**src/ucer_pkg.sv**
```systemverilog
// ----------------------------------------------------------------------------
// ucer_pkg: shared types and codes of the endpoint-zero responder
// Event and request codes, descriptor types, IN sources, register indexes and
// the command and result records passed between the front, queues and back.
// ----------------------------------------------------------------------------
`default_nettype none

package ucer_pkg;

  // event codes
  localparam logic [1:0] OP_SETUP     = 2'd0;
  localparam logic [1:0] OP_OUT       = 2'd1;
  localparam logic [1:0] OP_IN        = 2'd2;
  localparam logic [1:0] OP_BUS_RESET = 2'd3;

  // standard requests
  localparam logic [7:0] REQ_GET_STATUS     = 8'd0;
  localparam logic [7:0] REQ_SET_ADDRESS    = 8'd5;
  localparam logic [7:0] REQ_GET_DESCRIPTOR = 8'd6;
  localparam logic [7:0] REQ_GET_CONFIG     = 8'd8;
  localparam logic [7:0] REQ_SET_CONFIG     = 8'd9;
  localparam logic [7:0] REQ_GET_INTERFACE  = 8'd10;

  // class requests
  localparam logic [7:0] CLS_GET_REPORT = 8'd1;
  localparam logic [7:0] CLS_SET_REPORT = 8'd9;

  // descriptor types
  localparam logic [7:0] DESC_DEVICE = 8'h01;
  localparam logic [7:0] DESC_CONFIG = 8'h02;
  localparam logic [7:0] DESC_STRING = 8'h03;
  localparam logic [7:0] DESC_HID    = 8'h21;

  // IN data sources
  localparam logic [2:0] SRC_ZEROS     = 3'd0;
  localparam logic [2:0] SRC_DEVICE    = 3'd1;
  localparam logic [2:0] SRC_CONFIG    = 3'd2;
  localparam logic [2:0] SRC_HID       = 3'd3;
  localparam logic [2:0] SRC_STRING    = 3'd4;
  localparam logic [2:0] SRC_CFG_VALUE = 3'd5;
  localparam logic [2:0] SRC_SCRATCH   = 3'd6;

  // configuration register indexes
  localparam logic [2:0] REG_DEVICE_DESC_LEN = 3'd0;
  localparam logic [2:0] REG_CONFIG_DESC_LEN = 3'd1;
  localparam logic [2:0] REG_HID_DESC_LEN    = 3'd2;
  localparam logic [2:0] REG_STRING0_LEN     = 3'd3;
  localparam logic [2:0] REG_STRING1_LEN     = 3'd4;
  localparam logic [2:0] REG_STRING2_LEN     = 3'd5;
  localparam logic [2:0] REG_STRING3_LEN     = 3'd6;

  localparam logic [15:0] STATUS_MARK = 16'hFFFF;
  localparam logic [31:0] RUN_MAGIC   = 32'h1234abcd;
  localparam logic [7:0]  ADDR_ENABLE = 8'h80;

  typedef enum logic [2:0] {
    ACT_SEND,
    ACT_STATUS,
    ACT_SET_ADDR,
    ACT_SET_CFG,
    ACT_RECV,
    ACT_OUT,
    ACT_IN,
    ACT_BUS_RESET
  } act_e;

  // classified event; len carries send length, upload length or OUT length
  typedef struct packed {
    act_e        act;
    logic [2:0]  src;
    logic [1:0]  idx;
    logic [15:0] len;
    logic [7:0]  arg;
    logic        magic;
  } cmd_t;

  typedef struct packed {
    logic        tx_arm;
    logic [2:0]  tx_source;
    logic [1:0]  tx_string_index;
    logic [12:0] tx_offset;
    logic [6:0]  tx_len;
    logic        rx_arm;
    logic [12:0] write_offset;
    logic        address_write;
    logic [7:0]  device_address;
    logic        function_enable;
    logic        run_request;
    logic [7:0]  current_config;
  } res_t;

endpackage

`default_nettype wire

```
**src/usb_control_endpoint_responder_core.sv**
```systemverilog
// ----------------------------------------------------------------------------
// usb_control_endpoint_responder_core: endpoint-zero control responder
// Classifies endpoint-zero events, queues them and runs the control transfer
// state, producing one result record per event.
//
//  channel  | direction | handshake                  | payload
//  ---------+-----------+----------------------------+--------------------------
//  event    | in        | push / full                | opcode .. tail_word
//  result   | out       | empty / pop                | tx_arm .. current_config
//  config   | in        | cfg_we_i, cfg_idx_i        | cfg_wdata_i (10 bits)
//
//  One event per cycle sustained while results are popped; with nothing
//  queued ahead, an event passes the event queue, then the result queue.
//  The rate is set by the back end's state update loop.
//  Reset clears the transfer state and loads the default descriptor lengths.
//  A stalled result side fills the result queue, then the event queue, then
//  raises full; each queue holds two entries.
// ----------------------------------------------------------------------------
`default_nettype none

module usb_control_endpoint_responder_core #(
  parameter int SCRATCH_BYTES = 6272,
  parameter int PACKET_BYTES  = 64
) (
  input  wire logic        clk_i,
  input  wire logic        rst_ni,
  input  wire logic        cfg_we_i,
  input  wire logic [2:0]  cfg_idx_i,
  input  wire logic [9:0]  cfg_wdata_i,
  input  wire logic        push,
  output logic             full,
  input  wire logic [1:0]  opcode_i,
  input  wire logic [7:0]  req_type_i,
  input  wire logic [7:0]  request_i,
  input  wire logic [15:0] setup_value_i,
  input  wire logic [15:0] setup_length_i,
  input  wire logic [6:0]  out_len_i,
  input  wire logic [31:0] tail_word_i,
  output logic             empty,
  input  wire logic        pop,
  output logic             tx_arm_o,
  output logic [2:0]       tx_source_o,
  output logic [1:0]       tx_string_index_o,
  output logic [12:0]      tx_offset_o,
  output logic [6:0]       tx_len_o,
  output logic             rx_arm_o,
  output logic [12:0]      write_offset_o,
  output logic             address_write_o,
  output logic [7:0]       device_address_o,
  output logic             function_enable_o,
  output logic             run_request_o,
  output logic [7:0]       current_config_o
);

  import ucer_pkg::*;

  localparam int CmdW = $bits(cmd_t);
  localparam int ResW = $bits(res_t);

  cmd_t            cmd_in, cmd_head;
  res_t            res_new, res_head;
  logic [CmdW-1:0] cmd_head_raw;
  logic [ResW-1:0] res_head_raw;
  logic            cmd_empty, cmd_pop, res_full, res_push;

  ucer_front #(
    .ScratchBytes(SCRATCH_BYTES),
    .PacketBytes (PACKET_BYTES)
  ) u_front (
    .clk_i,
    .rst_ni,
    .cfg_we_i,
    .cfg_idx_i,
    .cfg_wdata_i,
    .opcode_i,
    .req_type_i,
    .request_i,
    .setup_value_i,
    .setup_length_i,
    .out_len_i,
    .tail_word_i,
    .cmd_o(cmd_in)
  );

  ucer_fifo #(
    .Width(CmdW),
    .Depth(2)
  ) u_cmd_fifo (
    .clk_i,
    .rst_ni,
    .push_i (push),
    .wdata_i(cmd_in),
    .full_o (full),
    .pop_i  (cmd_pop),
    .rdata_o(cmd_head_raw),
    .empty_o(cmd_empty)
  );

  assign cmd_head = cmd_t'(cmd_head_raw);

  ucer_back #(
    .PacketBytes(PACKET_BYTES)
  ) u_back (
    .clk_i,
    .rst_ni,
    .cmd_valid_i(~cmd_empty),
    .cmd_i      (cmd_head),
    .cmd_pop_o  (cmd_pop),
    .res_full_i (res_full),
    .res_push_o (res_push),
    .res_o      (res_new)
  );

  ucer_fifo #(
    .Width(ResW),
    .Depth(2)
  ) u_res_fifo (
    .clk_i,
    .rst_ni,
    .push_i (res_push),
    .wdata_i(res_new),
    .full_o (res_full),
    .pop_i  (pop),
    .rdata_o(res_head_raw),
    .empty_o(empty)
  );

  assign res_head          = res_t'(res_head_raw);
  assign tx_arm_o          = res_head.tx_arm;
  assign tx_source_o       = res_head.tx_source;
  assign tx_string_index_o = res_head.tx_string_index;
  assign tx_offset_o       = res_head.tx_offset;
  assign tx_len_o          = res_head.tx_len;
  assign rx_arm_o          = res_head.rx_arm;
  assign write_offset_o    = res_head.write_offset;
  assign address_write_o   = res_head.address_write;
  assign device_address_o  = res_head.device_address;
  assign function_enable_o = res_head.function_enable;
  assign run_request_o     = res_head.run_request;
  assign current_config_o  = res_head.current_config;

`ifndef SYNTHESIS
  a_bus_reset_result: assert property (@(posedge clk_i) disable iff (!rst_ni)
    (cmd_pop && cmd_head.act == ACT_BUS_RESET) |->
      (res_new.function_enable && res_new.rx_arm && !res_new.tx_arm))
    else $error("bus reset result malformed");

  a_chunk_bound: assert property (@(posedge clk_i) disable iff (!rst_ni)
    res_push |-> (res_new.tx_len <= 7'(PACKET_BYTES)))
    else $error("IN chunk longer than a packet");

  a_addr_on_in_only: assert property (@(posedge clk_i) disable iff (!rst_ni)
    (res_push && res_new.address_write) |-> (cmd_head.act == ACT_IN))
    else $error("address written outside an IN completion");

  a_event_queued: assert property (@(posedge clk_i) disable iff (!rst_ni)
    (push && !full && cmd_empty) |=> !cmd_empty)
    else $error("accepted event lost before the back end");
`endif

endmodule

`default_nettype wire

```
**src/ucer_fifo.sv**
```systemverilog
// ----------------------------------------------------------------------------
// ucer_fifo: small synchronous queue
// Register-based FIFO; push and pop may both happen in one cycle.
// ----------------------------------------------------------------------------
`default_nettype none

module ucer_fifo #(
  parameter int Width = 8,
  parameter int Depth = 2
) (
  input  wire logic             clk_i,
  input  wire logic             rst_ni,
  input  wire logic             push_i,
  input  wire logic [Width-1:0] wdata_i,
  output logic                  full_o,
  input  wire logic             pop_i,
  output logic      [Width-1:0] rdata_o,
  output logic                  empty_o
);

  localparam int PtrW = (Depth > 1) ? $clog2(Depth) : 1;
  localparam int CntW = $clog2(Depth + 1);
  localparam logic [PtrW-1:0] LastPtr = PtrW'(Depth - 1);
  localparam logic [CntW-1:0] FullCnt = CntW'(Depth);

  logic [Width-1:0] mem_q [Depth];
  logic [PtrW-1:0]  wptr_q, wptr_d, rptr_q, rptr_d;
  logic [CntW-1:0]  cnt_q, cnt_d;
  logic             do_push, do_pop;

  assign full_o  = (cnt_q == FullCnt);
  assign empty_o = (cnt_q == '0);
  assign do_push = push_i & ~full_o;
  assign do_pop  = pop_i & ~empty_o;
  assign rdata_o = mem_q[rptr_q];

  always_comb begin
    wptr_d = wptr_q;
    rptr_d = rptr_q;
    cnt_d  = cnt_q;
    if (do_push) begin
      wptr_d = (wptr_q == LastPtr) ? '0 : wptr_q + 1'b1;
    end
    if (do_pop) begin
      rptr_d = (rptr_q == LastPtr) ? '0 : rptr_q + 1'b1;
    end
    if (do_push && !do_pop) begin
      cnt_d = cnt_q + 1'b1;
    end else if (do_pop && !do_push) begin
      cnt_d = cnt_q - 1'b1;
    end
  end

  always_ff @(posedge clk_i or negedge rst_ni) begin
    if (!rst_ni) begin
      wptr_q <= '0;
      rptr_q <= '0;
      cnt_q  <= '0;
    end else begin
      wptr_q <= wptr_d;
      rptr_q <= rptr_d;
      cnt_q  <= cnt_d;
    end
  end

  always_ff @(posedge clk_i) begin
    if (do_push) begin
      mem_q[wptr_q] <= wdata_i;
    end
  end

endmodule

`default_nettype wire

```
**src/ucer_front.sv**
```systemverilog
// ----------------------------------------------------------------------------
// ucer_front: event classifier and descriptor length registers
// Decodes each event into a command and clips send, upload and OUT lengths.
// ----------------------------------------------------------------------------
`default_nettype none

module ucer_front #(
  parameter int ScratchBytes = 6272,
  parameter int PacketBytes  = 64
) (
  input  wire logic        clk_i,
  input  wire logic        rst_ni,
  input  wire logic        cfg_we_i,
  input  wire logic [2:0]  cfg_idx_i,
  input  wire logic [9:0]  cfg_wdata_i,
  input  wire logic [1:0]  opcode_i,
  input  wire logic [7:0]  req_type_i,
  input  wire logic [7:0]  request_i,
  input  wire logic [15:0] setup_value_i,
  input  wire logic [15:0] setup_length_i,
  input  wire logic [6:0]  out_len_i,
  input  wire logic [31:0] tail_word_i,
  output ucer_pkg::cmd_t   cmd_o
);

  import ucer_pkg::*;

  localparam logic [15:0] ScratchLen = 16'(ScratchBytes);
  localparam logic [6:0]  PacketLen  = 7'(PacketBytes);

  logic [7:0]  dev_len_q, hid_len_q;
  logic [9:0]  cfg_len_q;
  logic [7:0]  str_len_q [4];
  logic [15:0] lim, clipped;
  logic        std_req, str_ok;
  logic [7:0]  desc_type;

  assign std_req   = (req_type_i[6:5] == 2'b00);
  assign desc_type = setup_value_i[15:8];
  assign str_ok    = (setup_value_i[7:2] == 6'd0);

  // upper bound for the host's wLength
  always_comb begin
    lim = ScratchLen;
    if (std_req) begin
      case (desc_type)
        DESC_DEVICE: lim = {8'd0, dev_len_q};
        DESC_CONFIG: lim = {6'd0, cfg_len_q};
        DESC_HID:    lim = {8'd0, hid_len_q};
        DESC_STRING: lim = {8'd0, str_len_q[setup_value_i[1:0]]};
        default:     lim = '0;
      endcase
    end
  end

  assign clipped = (setup_length_i < lim) ? setup_length_i : lim;

  always_comb begin
    cmd_o     = '0;
    cmd_o.act = ACT_STATUS;
    case (opcode_i)
      OP_SETUP: begin
        if (std_req) begin
          case (request_i)
            REQ_GET_STATUS: begin
              cmd_o.act = ACT_SEND;
              cmd_o.src = SRC_ZEROS;
              cmd_o.len = 16'd2;
            end
            REQ_SET_ADDRESS: begin
              cmd_o.act = ACT_SET_ADDR;
              cmd_o.arg = setup_value_i[7:0];
            end
            REQ_GET_DESCRIPTOR: begin
              cmd_o.act = ACT_SEND;
              cmd_o.len = clipped;
              case (desc_type)
                DESC_DEVICE: cmd_o.src = SRC_DEVICE;
                DESC_CONFIG: cmd_o.src = SRC_CONFIG;
                DESC_HID:    cmd_o.src = SRC_HID;
                DESC_STRING: begin
                  if (str_ok) begin
                    cmd_o.src = SRC_STRING;
                    cmd_o.idx = setup_value_i[1:0];
                  end else begin
                    cmd_o.src = SRC_ZEROS;
                    cmd_o.len = '0;
                  end
                end
                default: begin
                  cmd_o.src = SRC_ZEROS;
                  cmd_o.len = '0;
                end
              endcase
            end
            REQ_GET_CONFIG: begin
              cmd_o.act = ACT_SEND;
              cmd_o.src = SRC_CFG_VALUE;
              cmd_o.len = 16'd1;
            end
            REQ_SET_CONFIG: begin
              cmd_o.act = ACT_SET_CFG;
              cmd_o.arg = setup_value_i[7:0];
            end
            REQ_GET_INTERFACE: begin
              cmd_o.act = ACT_SEND;
              cmd_o.src = SRC_ZEROS;
              cmd_o.len = 16'd1;
            end
            default: cmd_o.act = ACT_STATUS;
          endcase
        end else begin
          case (request_i)
            CLS_SET_REPORT: begin
              cmd_o.act = ACT_RECV;
              cmd_o.len = clipped;
            end
            CLS_GET_REPORT: begin
              cmd_o.act = ACT_SEND;
              cmd_o.src = SRC_SCRATCH;
              cmd_o.len = clipped;
            end
            default: cmd_o.act = ACT_STATUS;
          endcase
        end
      end
      OP_OUT: begin
        cmd_o.act   = ACT_OUT;
        cmd_o.len   = {9'd0, (out_len_i > PacketLen) ? PacketLen : out_len_i};
        cmd_o.magic = (tail_word_i == RUN_MAGIC);
      end
      OP_IN:        cmd_o.act = ACT_IN;
      OP_BUS_RESET: cmd_o.act = ACT_BUS_RESET;
      default:      cmd_o.act = ACT_STATUS;
    endcase
  end

  always_ff @(posedge clk_i or negedge rst_ni) begin
    if (!rst_ni) begin
      dev_len_q    <= 8'd18;
      cfg_len_q    <= 10'd34;
      hid_len_q    <= 8'd9;
      str_len_q[0] <= 8'd4;
      str_len_q[1] <= 8'd0;
      str_len_q[2] <= 8'd0;
      str_len_q[3] <= 8'd0;
    end else if (cfg_we_i) begin
      case (cfg_idx_i)
        REG_DEVICE_DESC_LEN: dev_len_q    <= cfg_wdata_i[7:0];
        REG_CONFIG_DESC_LEN: cfg_len_q    <= cfg_wdata_i;
        REG_HID_DESC_LEN:    hid_len_q    <= cfg_wdata_i[7:0];
        REG_STRING0_LEN:     str_len_q[0] <= cfg_wdata_i[7:0];
        REG_STRING1_LEN:     str_len_q[1] <= cfg_wdata_i[7:0];
        REG_STRING2_LEN:     str_len_q[2] <= cfg_wdata_i[7:0];
        REG_STRING3_LEN:     str_len_q[3] <= cfg_wdata_i[7:0];
        default: ;
      endcase
    end
  end

endmodule

`default_nettype wire

```
**src/ucer_back.sv**
```systemverilog
// ----------------------------------------------------------------------------
// ucer_back: control transfer engine
// Holds the send, receive, address and configuration state, applies one
// command per cycle while the result queue has room and builds the result record.
// ----------------------------------------------------------------------------
`default_nettype none

module ucer_back #(
  parameter int PacketBytes = 64
) (
  input  wire logic           clk_i,
  input  wire logic           rst_ni,
  input  wire logic           cmd_valid_i,
  input  wire ucer_pkg::cmd_t cmd_i,
  output logic                cmd_pop_o,
  input  wire logic           res_full_i,
  output logic                res_push_o,
  output ucer_pkg::res_t      res_o
);

  import ucer_pkg::*;

  localparam logic [6:0] PacketLen = 7'(PacketBytes);

  logic [2:0]  src_q, src_d, src_m;
  logic [1:0]  idx_q, idx_d, idx_m;
  logic [12:0] off_q, off_d, off_m;
  logic [15:0] pend_q, pend_d, pend_m;
  logic [12:0] rp_q, rp_d, ro_q, ro_d;
  logic [7:0]  paddr_q, paddr_d, cfgv_q, cfgv_d;
  logic [12:0] out_len;
  logic [6:0]  chunk;

  assign cmd_pop_o  = cmd_valid_i & ~res_full_i;
  assign res_push_o = cmd_pop_o;
  assign out_len    = cmd_i.len[12:0];

  always_comb begin
    res_o   = '0;
    src_m   = src_q;
    idx_m   = idx_q;
    off_m   = off_q;
    pend_m  = pend_q;
    rp_d    = rp_q;
    ro_d    = ro_q;
    paddr_d = paddr_q;
    cfgv_d  = cfgv_q;
    chunk   = '0;

    // setup and OUT effects
    case (cmd_i.act)
      ACT_SEND: begin
        src_m  = cmd_i.src;
        idx_m  = cmd_i.idx;
        off_m  = '0;
        pend_m = cmd_i.len;
      end
      ACT_STATUS: pend_m = STATUS_MARK;
      ACT_SET_ADDR: begin
        pend_m  = STATUS_MARK;
        paddr_d = cmd_i.arg;
      end
      ACT_SET_CFG: begin
        pend_m = STATUS_MARK;
        cfgv_d = cmd_i.arg;
      end
      ACT_RECV: begin
        rp_d         = cmd_i.len[12:0];
        ro_d         = '0;
        res_o.rx_arm = 1'b1;
      end
      ACT_OUT: begin
        if (out_len != '0) begin
          if (rp_q != '0) begin
            res_o.write_offset = ro_q;
            ro_d = ro_q + out_len;
            rp_d = (rp_q > out_len) ? rp_q - out_len : '0;
            res_o.run_request = (rp_q <= out_len) && cmd_i.magic;
          end
          pend_m = STATUS_MARK;
        end
        res_o.rx_arm = 1'b1;
      end
      default: ;
    endcase

    src_d  = src_m;
    idx_d  = idx_m;
    off_d  = off_m;
    pend_d = pend_m;

    if (cmd_i.act == ACT_BUS_RESET) begin
      res_o.rx_arm          = 1'b1;
      res_o.function_enable = 1'b1;
    end else if (pend_m == '0) begin
      src_d        = SRC_ZEROS;
      idx_d        = '0;
      off_d        = '0;
      res_o.rx_arm = 1'b1;
    end else if (pend_m == STATUS_MARK) begin
      res_o.tx_arm = 1'b1;
      pend_d       = '0;
    end else begin
      chunk                 = (pend_m < {9'd0, PacketLen}) ? pend_m[6:0] : PacketLen;
      res_o.tx_arm          = 1'b1;
      res_o.tx_source       = src_m;
      res_o.tx_string_index = (src_m == SRC_STRING) ? idx_m : 2'd0;
      res_o.tx_offset       = off_m;
      res_o.tx_len          = chunk;
      off_d                 = off_m + {6'd0, chunk};
      pend_d                = pend_m - {9'd0, chunk};
    end

    // address takes effect once the status IN has gone out
    if (cmd_i.act == ACT_IN && paddr_q != '0) begin
      res_o.address_write  = 1'b1;
      res_o.device_address = ADDR_ENABLE | paddr_q;
      paddr_d              = '0;
    end

    res_o.current_config = cfgv_d;
  end

  always_ff @(posedge clk_i or negedge rst_ni) begin
    if (!rst_ni) begin
      src_q   <= '0;
      idx_q   <= '0;
      off_q   <= '0;
      pend_q  <= '0;
      rp_q    <= '0;
      ro_q    <= '0;
      paddr_q <= '0;
      cfgv_q  <= '0;
    end else if (cmd_pop_o) begin
      src_q   <= src_d;
      idx_q   <= idx_d;
      off_q   <= off_d;
      pend_q  <= pend_d;
      rp_q    <= rp_d;
      ro_q    <= ro_d;
      paddr_q <= paddr_d;
      cfgv_q  <= cfgv_d;
    end
  end

endmodule

`default_nettype wire
```
**config.mk**
```make
export PLATFORM = sky130hd
export DESIGN_NAME = usb_control_endpoint_responder_core
export DESIGN_NICKNAME = d
export VERILOG_FILES = /design/src/ucer_pkg.sv /design/src/usb_control_endpoint_responder_core.sv /design/src/ucer_fifo.sv /design/src/ucer_front.sv /design/src/ucer_back.sv
export SDC_FILE = /design/constraint.sdc
export NUM_CORES = 1
export LEC_CHECK = 0
export ABC_AREA = 1
export BUFFER_PORTS_ARGS = -buffer_cell sky130_fd_sc_hd__buf_4
export CORE_UTILIZATION = 42
export DETAILED_ROUTE_END_ITERATION = 6
export PLACE_DENSITY = 0.72
export SETUP_SLACK_MARGIN = 0.05
export SYNTH_ARGS = -nofsm -noshare
export SYNTH_HDL_FRONTEND = slang
export SYNTH_SLANG_ARGS = --single-unit
```
**constraint.sdc**
```tcl
create_clock -name clk_i -period 6.2 [get_ports clk_i]
set_clock_uncertainty 0.15 [all_clocks]
set_input_delay 0.93 -clock clk_i [delete_from_list [all_inputs] [get_ports clk_i]]
set_output_delay 0.93 -clock clk_i [all_outputs]
set_load 0.01 [all_outputs]
```
==> results of run 1 <==
-- stage by stage --
stage | instance area, sq um | power (mW) | hold WS [ps] | util [%] | setup slack, ps
2_1_floorplan | 16800 | 6.80 | 290 | - | 2200
3_3_place_gp | 18500 | 8.13 | 304 | 47.4 | 1420
3_5_place_dp | 18500 | 8.27 | 318 | 47.4 | 1370
4_1_cts | 19700 | 10.4 | 275 | 50.4 | 1330
5_1_grt | 19700 | 11.2 | 297 | 50.4 | 770
6_report | 19700 | 10.3 | 247 | 50.4 | 1360
-- layer usage --
| layer | track usage (%) | vias to the layer above |
|---|---|---|
| li1 | - | 6658 |
| met1 | 28.1 | 6238 |
| met2 | 34.4 | 414 |
| met3 | 3.06 | 71 |
| met4 | 5.52 | 0 |
| met5 | 0 | - |
-- where the power goes --
part,leakage [nW],internal (mW),switching [mW]
clock,0.584,1.26,0.858
combinational,4.88,1.57,3.04
sequential,3.50,3.29,0.321
-- flip-flops by register name (all words and copies together) (netlist names), 2 cells and up --
name	count
u_back.rp_q	13
u_back.src_q	3
u_front.hid_len_q	8
u_back.ro_q	13
u_cmd_fifo.mem_q	66
u_back.cfgv_q	8
u_back.idx_q	2
u_cmd_fifo.cnt_q	2
u_back.pend_q	16
u_front.dev_len_q	8
u_front.str_len_q	32
u_back.off_q	13
u_res_fifo.cnt_q	2
u_back.paddr_q	8
u_front.cfg_len_q	10
u_res_fifo.mem_q	116
-- worst paths after layout --
kind / start / endpoint
max: u_cmd_fifo.rptr_q$_DFFE_PN0P_ / u_back.off_q[11]$_DFFE_PN0P_
min: rst_ni / u_back.rp_q[6]$_DFFE_PN0P_
max reg2reg: u_cmd_fifo.rptr_q$_DFFE_PN0P_ / u_back.off_q[11]$_DFFE_PN0P_
min reg2reg: u_front.str_len_q[11]$_DFFE_PN0P_ / u_front.str_len_q[11]$_DFFE_PN0P_
max in group asynchronous: rst_ni / u_front.str_len_q[18]$_DFFE_PN0P_
min in group clk_i: u_front.str_len_q[11]$_DFFE_PN0P_ / u_front.str_len_q[11]$_DFFE_PN0P_
-- cell usage after synthesis, types with 6 or more instances --
master,n,area (sq um)
a21oi_1,73,365
dfrtp_1,135,3380
a31oi_1,9,56.3
o21ai_0,136,681
nand2_2,24,150
edfxtp_1,182,5470
xnor2_1,9,78.8
o22ai_1,14,87.6
dfstp_2,7,184
inv_1,188,706
xor2_1,15,131
mux2i_1,18,180
clkbuf_1,44,165
o21ai_1,23,115
nor2_1,183,687
nor3_1,36,180
nand3_2,6,60.1
nor4_1,10,62.6
buf_6,7,78.8
inv_2,15,56.3
nand2_1,550,2060
nand4_1,20,125
a22o_1,8,70.1
nand3_1,61,305
ha_1,46,576
-- cell type report --
| class | instances | share of cell area (%) |
|---|---|---|
| repair buffers | 176 | 6.72 |
| flip-flops and latches | 324 | 45.8 |
| clock inverters | 18 | 0.761 |
| multi-input cells | 1325 | 34.2 |
| clock buffers | 48 | 5.26 |
| well taps | 518 | 3.29 |
| inverters | 208 | 3.98 |
-- placed cells by master (no fill, tap or decap), types with 8 or more instances in the layout --
cell	count
mux2i_1	18
o21ai_0	136
o22ai_1	13
a31oi_1	9
a22o_1	8
nor4_1	10
nand3_1	61
nor2_1	179
inv_1	188
xnor2_1	9
nor3_1	36
clkbuf_16	37
buf_4	175
clkinv_1	8
o21ai_1	23
dfrtp_1	134
nand2_2	24
nand4_1	20
xor2_1	15
a21oi_1	73
ha_1	46
inv_2	15
edfxtp_1	182
nand2_1	550
-- worst max-delay path: cells and delay by family (launching register included) --
family          cells  cell delay (ps)
simple gates       11             1460
xor+xnor            1              150
compound gates      5              780
buf+inv             5              930
fa+ha+maj           1              320
flops               1              920
-- cell families after synthesis --
group                    after synthesis  synth area share, %
AND/OR/NAND/NOR                      914                 22.9
flip-flops                           324                 53.7
AO/OA/AOI/OAI                        311                 10.7
buffers and inverters                268                 6.46
adder cells (fa/ha/maj)               49                 3.78
XOR/XNOR                              24                 1.25
multiplexers                          20                 1.21
other                                  1               0.0223
==> metrics.txt, run 1 <==
status=finished clean; #FFs+latches synth=324; synth unique cells=66; Arr. time, crit path=5100 ps; Final Slew Violations=0; Final setup viols=0; sequential cell area fraction in the yosys report=53.7%; CTS root buffer=clkbuf_16; IO Count=168; CTS tree=done; global-route wire length before repair=67.9 mm; drt wl/cell=15.8 microns; Register Area=9030 sq um; Chip Height=202 microns; post_cts resized=0; vias in the first global route=13100; Nets=2227; Post-route DRC=0; setup bufs post-CTS=0; core area=39100 sq um; setup tns final=0 ps; DP HPWL=29.5 mm; area growth from synthesis to layout=17.3%; DRT Pass-1 Iters=6; drt initial violations=854; CTS Hold Bufs=0; Worst-path clk slew=60 ps; Top Layer Used=met4; Clock Tree Buf Depth=3; n_diodes=0; Sink Count=324; Initial Util=43.0%; EDFF count, synth=182; Cell Count, Final, Fillers Out=2617; gpl congestion=0.915; cts bufs inserted=36; Synth async-reset ratio=43.8%; Slew @ Worst Pin=1070 ps; CTS H-tree depth=2; Vias/cell=5.11; Multi-input gate area=6740 sq um; Critical Path, Cell by Cell=inv_4, or2_1, o21ai_2, nand3_2, buf_4, inv_2, o21ai_0, nand2_1, nand2_1, nor2_2, nand3_4, nor2_1, ha_1, a21oi_1, inv_1, a31oi_1, inv_1, nand3_1, o41ai_1, xor2_1, nand2_1, nand3_1, nand2_1; Die ar.=40800 sq um; CP most frequent cell=nand2_1; initial antenna violation count=0; PortBufs=161; Crit. End Element=register; LEAKAGE=8.96 nW; ANT nets after route=0; # Max-Cap Violations=0; Tightest Hold Check Type=primary input to async pin; CP max FO=24; row cnt=72; met2 wire length=19.3 mm; PD cells=525 nW/um^2; largest net degree at the start of global routing=65; Final Hold Viols=0; Required @ worst endpoint=6460 ps; worst skew pair latency=530 ps; Relative slew margins=28.8%; post-route clock period utilization=78.1%; Met3 Routed Length=2.23 mm; Worst setup SP type=register; Die Wd=202 microns; crit path kind=register to register; slowest stage cell, crit path=dfrtp_1; DR vias=13400; Worst VDD drop=268 uV; f_max=207 MHz; proportion of layout cells with a drive suffix above 1=15.4%; global-route usage over all layers=20.7%; flop-to-flop setup slack=1360 ps; synth warn=0; top_reg_cell synth=edfxtp_1; Mean Syn Cell Area=8.80 sq um; fill cell count=3669; placed insts=2551; slowest stage delay, CP=920 ps; WL met1=18.8 mm; worst reg2reg path depth=23; GR Overflow Total=0; cells after synthesis=1911; RSZ-0062 raised after global routing=false; Final min period=4840 ps; WL final=41.2 mm; Post-Syn Area=16800 sq um
No activity file was read; power rests on OpenSTA's default activity.
==> run 2: changes to the inputs <==
clock period = 4.7 ns   (was 6.2 ns; I/O delays follow)
==> metrics.txt, run 2 (same netlist as run 1, synthesis figures left out) <==
pre-CTS setup slack=478 ps; initial antenna violation count=0; area of placed instances=18600 sq um; PortBufs=161; Chip Height=202 microns; post-route cell area=19900 sq um; Internal Dissipation=8.22 mW; fill cell count=3627; max reg flops=116; RR Startpoint=u_cmd_fifo.rptr_q$_DFFE_PN0P_; worst reg2reg path depth=21; Vias/cell=5.15; DP HPWL=29.4 mm; Worst setup SP type=register; Crit. End Element=register; setup bufs post-CTS=0; status=finished clean; Hold Slack=180 ps; met2 wire length=19.4 mm; row cnt=72; Slew @ Worst Pin=1100 ps; DRT Pass-1 Iters=5; GR Overflow Total=0; worst skew pair latency=550 ps; global-route usage over all layers=20.5%; Switching Fraction=40.8%; DR vias=13600; flop-to-flop setup slack=500 ps; Clk pwr share=21.3%; Top Layer Used=met4; drt wl/cell=15.7 microns; Met3 Routed Length=2.34 mm; proportion of layout cells with a drive suffix above 1=16.0%; Die ar.=40800 sq um; gpl congestion=0.926; Worst VDD drop=375 uV; area growth from synthesis to layout=18.3%; CP max FO=19; Nets=2241; worst r2r dst=u_back.off_q[10]$_DFFE_PN0P_; Final setup viols=0; RSZ-0062 raised after global routing=false; Largest regs=u_res_fifo.mem_q: 116 flops, u_cmd_fifo.mem_q: 66 flops, u_front.str_len_q: 32 flops; Seq pwr share=34.1%; CTS Hold Bufs=0; Clock Tree Buf Depth=3; Die Wd=202 microns; n_diodes=0; cts bufs inserted=37; Tightest Hold Check Type=primary input to async pin; setup tns final=0 ps; f_max=238 MHz; Combinational Power Share=44.6%; ANT nets after route=0; post-route clock period utilization=89.4%; crit path kind=register to register; core area=39100 sq um; Final Hold Viols=0; WL final=41.4 mm; most common cell after layout, fill and taps aside=nand2_1; Initial Util=43.0%; Relative slew margins=27.0%; Worst-path clk slew=60 ps; CTS H-tree depth=2; Sw Pwr=5.67 mW; largest net degree at the start of global routing=106; CTS tree=done; Sink Count=324; Final min period=4200 ps; IO Count=168; CTS root buffer=clkbuf_16; WL met1=18.8 mm; Required @ worst endpoint=5010 ps; PD cells=699 nW/um^2; vias in the first global route=13100; Final Slew Violations=0; most frequent cells in the layout=nand2_1, inv_1, buf_4; global-route wire length before repair=67.4 mm; Largest Register=u_res_fifo.mem_q; Final WS setup=498 ps; drt initial violations=977; # Max-Cap Violations=0; Post-route DRC=0; Arr. time, crit path=4520 ps; Core Util, Final=50.8%; LEAKAGE=9.04 nW
run 2: cell count changes in the layout (fill, tap and decap cells not counted), sizes merged:
| cell | change |
|---|---|
| clkbuf | -6 |
| clkinvlp | +1 |
| buf | +13 |
| clkinv | +6 |
| inv | -2 |
| bufinv | +3 |
run 2: area by class of cell:
type / instances / area [sq um] / area share [%]
repair buffers: 189 / 1420 / 7.16
clock inverters: 26 / 294 / 1.48
multi-input cells: 1325 / 6740 / 33.9
inverters: 208 / 788 / 3.97
well taps: 518 / 648 / 3.26
flip-flops and latches: 324 / 9030 / 45.4
clock buffers: 42 / 955 / 4.80
run 2: stage by stage:
step                      power (mW)  cells
final                           13.9   2632
after global placement          10.8   2564
after global routing            14.9   2632
after floorplan                 8.96   1917
after detailed placement        11.0   2564
after CTS                       14.0   2632
run 2: worst max path at each step:
| stage | startpoint | to | slack, ps | depth (start not counted) |
|---|---|---|---|---|
| floorplan | u_res_fifo.cnt_q[1]$_DFFE_PN0P_ | u_res_fifo.mem_q[1][0]$_DFFE_PP_ | 700 | 4 |
| global placement | setup_value_i[15] | u_cmd_fifo.mem_q[0][12]$_DFFE_PP_ | 430 | 19 |
| detailed placement | setup_value_i[15] | u_cmd_fifo.mem_q[1][11]$_DFFE_PP_ | 480 | 19 |
| CTS | u_cmd_fifo.rptr_q$_DFFE_PN0P_ | u_back.off_q[10]$_DFFE_PN0P_ | 510 | 21 |
| global route | u_cmd_fifo.rptr_q$_DFFE_PN0P_ | u_back.off_q[10]$_DFFE_PN0P_ | 60 | 21 |
| finish | u_cmd_fifo.rptr_q$_DFFE_PN0P_ | u_back.off_q[10]$_DFFE_PN0P_ | 500 | 21 |
run 2: power groups by stage:
stage | Clock (mW) | Combinational (mW) | Sequential, mW
CTS | 3.02 | 6.21 | 4.73
finish | 2.96 | 6.19 | 4.73
detailed placement | 0 | 6.19 | 4.78
global route | 3.13 | 6.94 | 4.85
global placement | 0 | 6.05 | 4.74
floorplan | 0 | 4.25 | 4.71
run 2: timing repair:
| item | in CTS | in global routing |
|---|---|---|
| endpoints found under the hold margin | 0 | 0 |
| gates resized for setup | 0 | 2 |
| setup endpoints to repair | 0 | 1 |
run 2: per-layer routing:
metal | global-route usage, % | up-vias
met1 | 28.0 | 6386
met2 | 33.6 | 415
li1 | - | 6693
met4 | 6.30 | 0
met3 | 3.21 | 67
met5 | 0 | -
run 2: worst max-delay path, stage by stage, from the launching register on:
cell      delay (ps)
dfrtp_1          470
buf_4            290
o21a_2           270
clkinv_2         290
nand2_1          230
nand2_4          160
nand3_2           90
nand2_1           90
nand2_1          150
nor2_4            60
nand3_4          220
nor2_1            80
ha_1             400
a21oi_1          120
o21ai_0          170
a21o_1           120
nand2_1           70
a21oi_1          220
nand3_1          130
o21ai_1          130
inv_1             50
o21ai_1          130
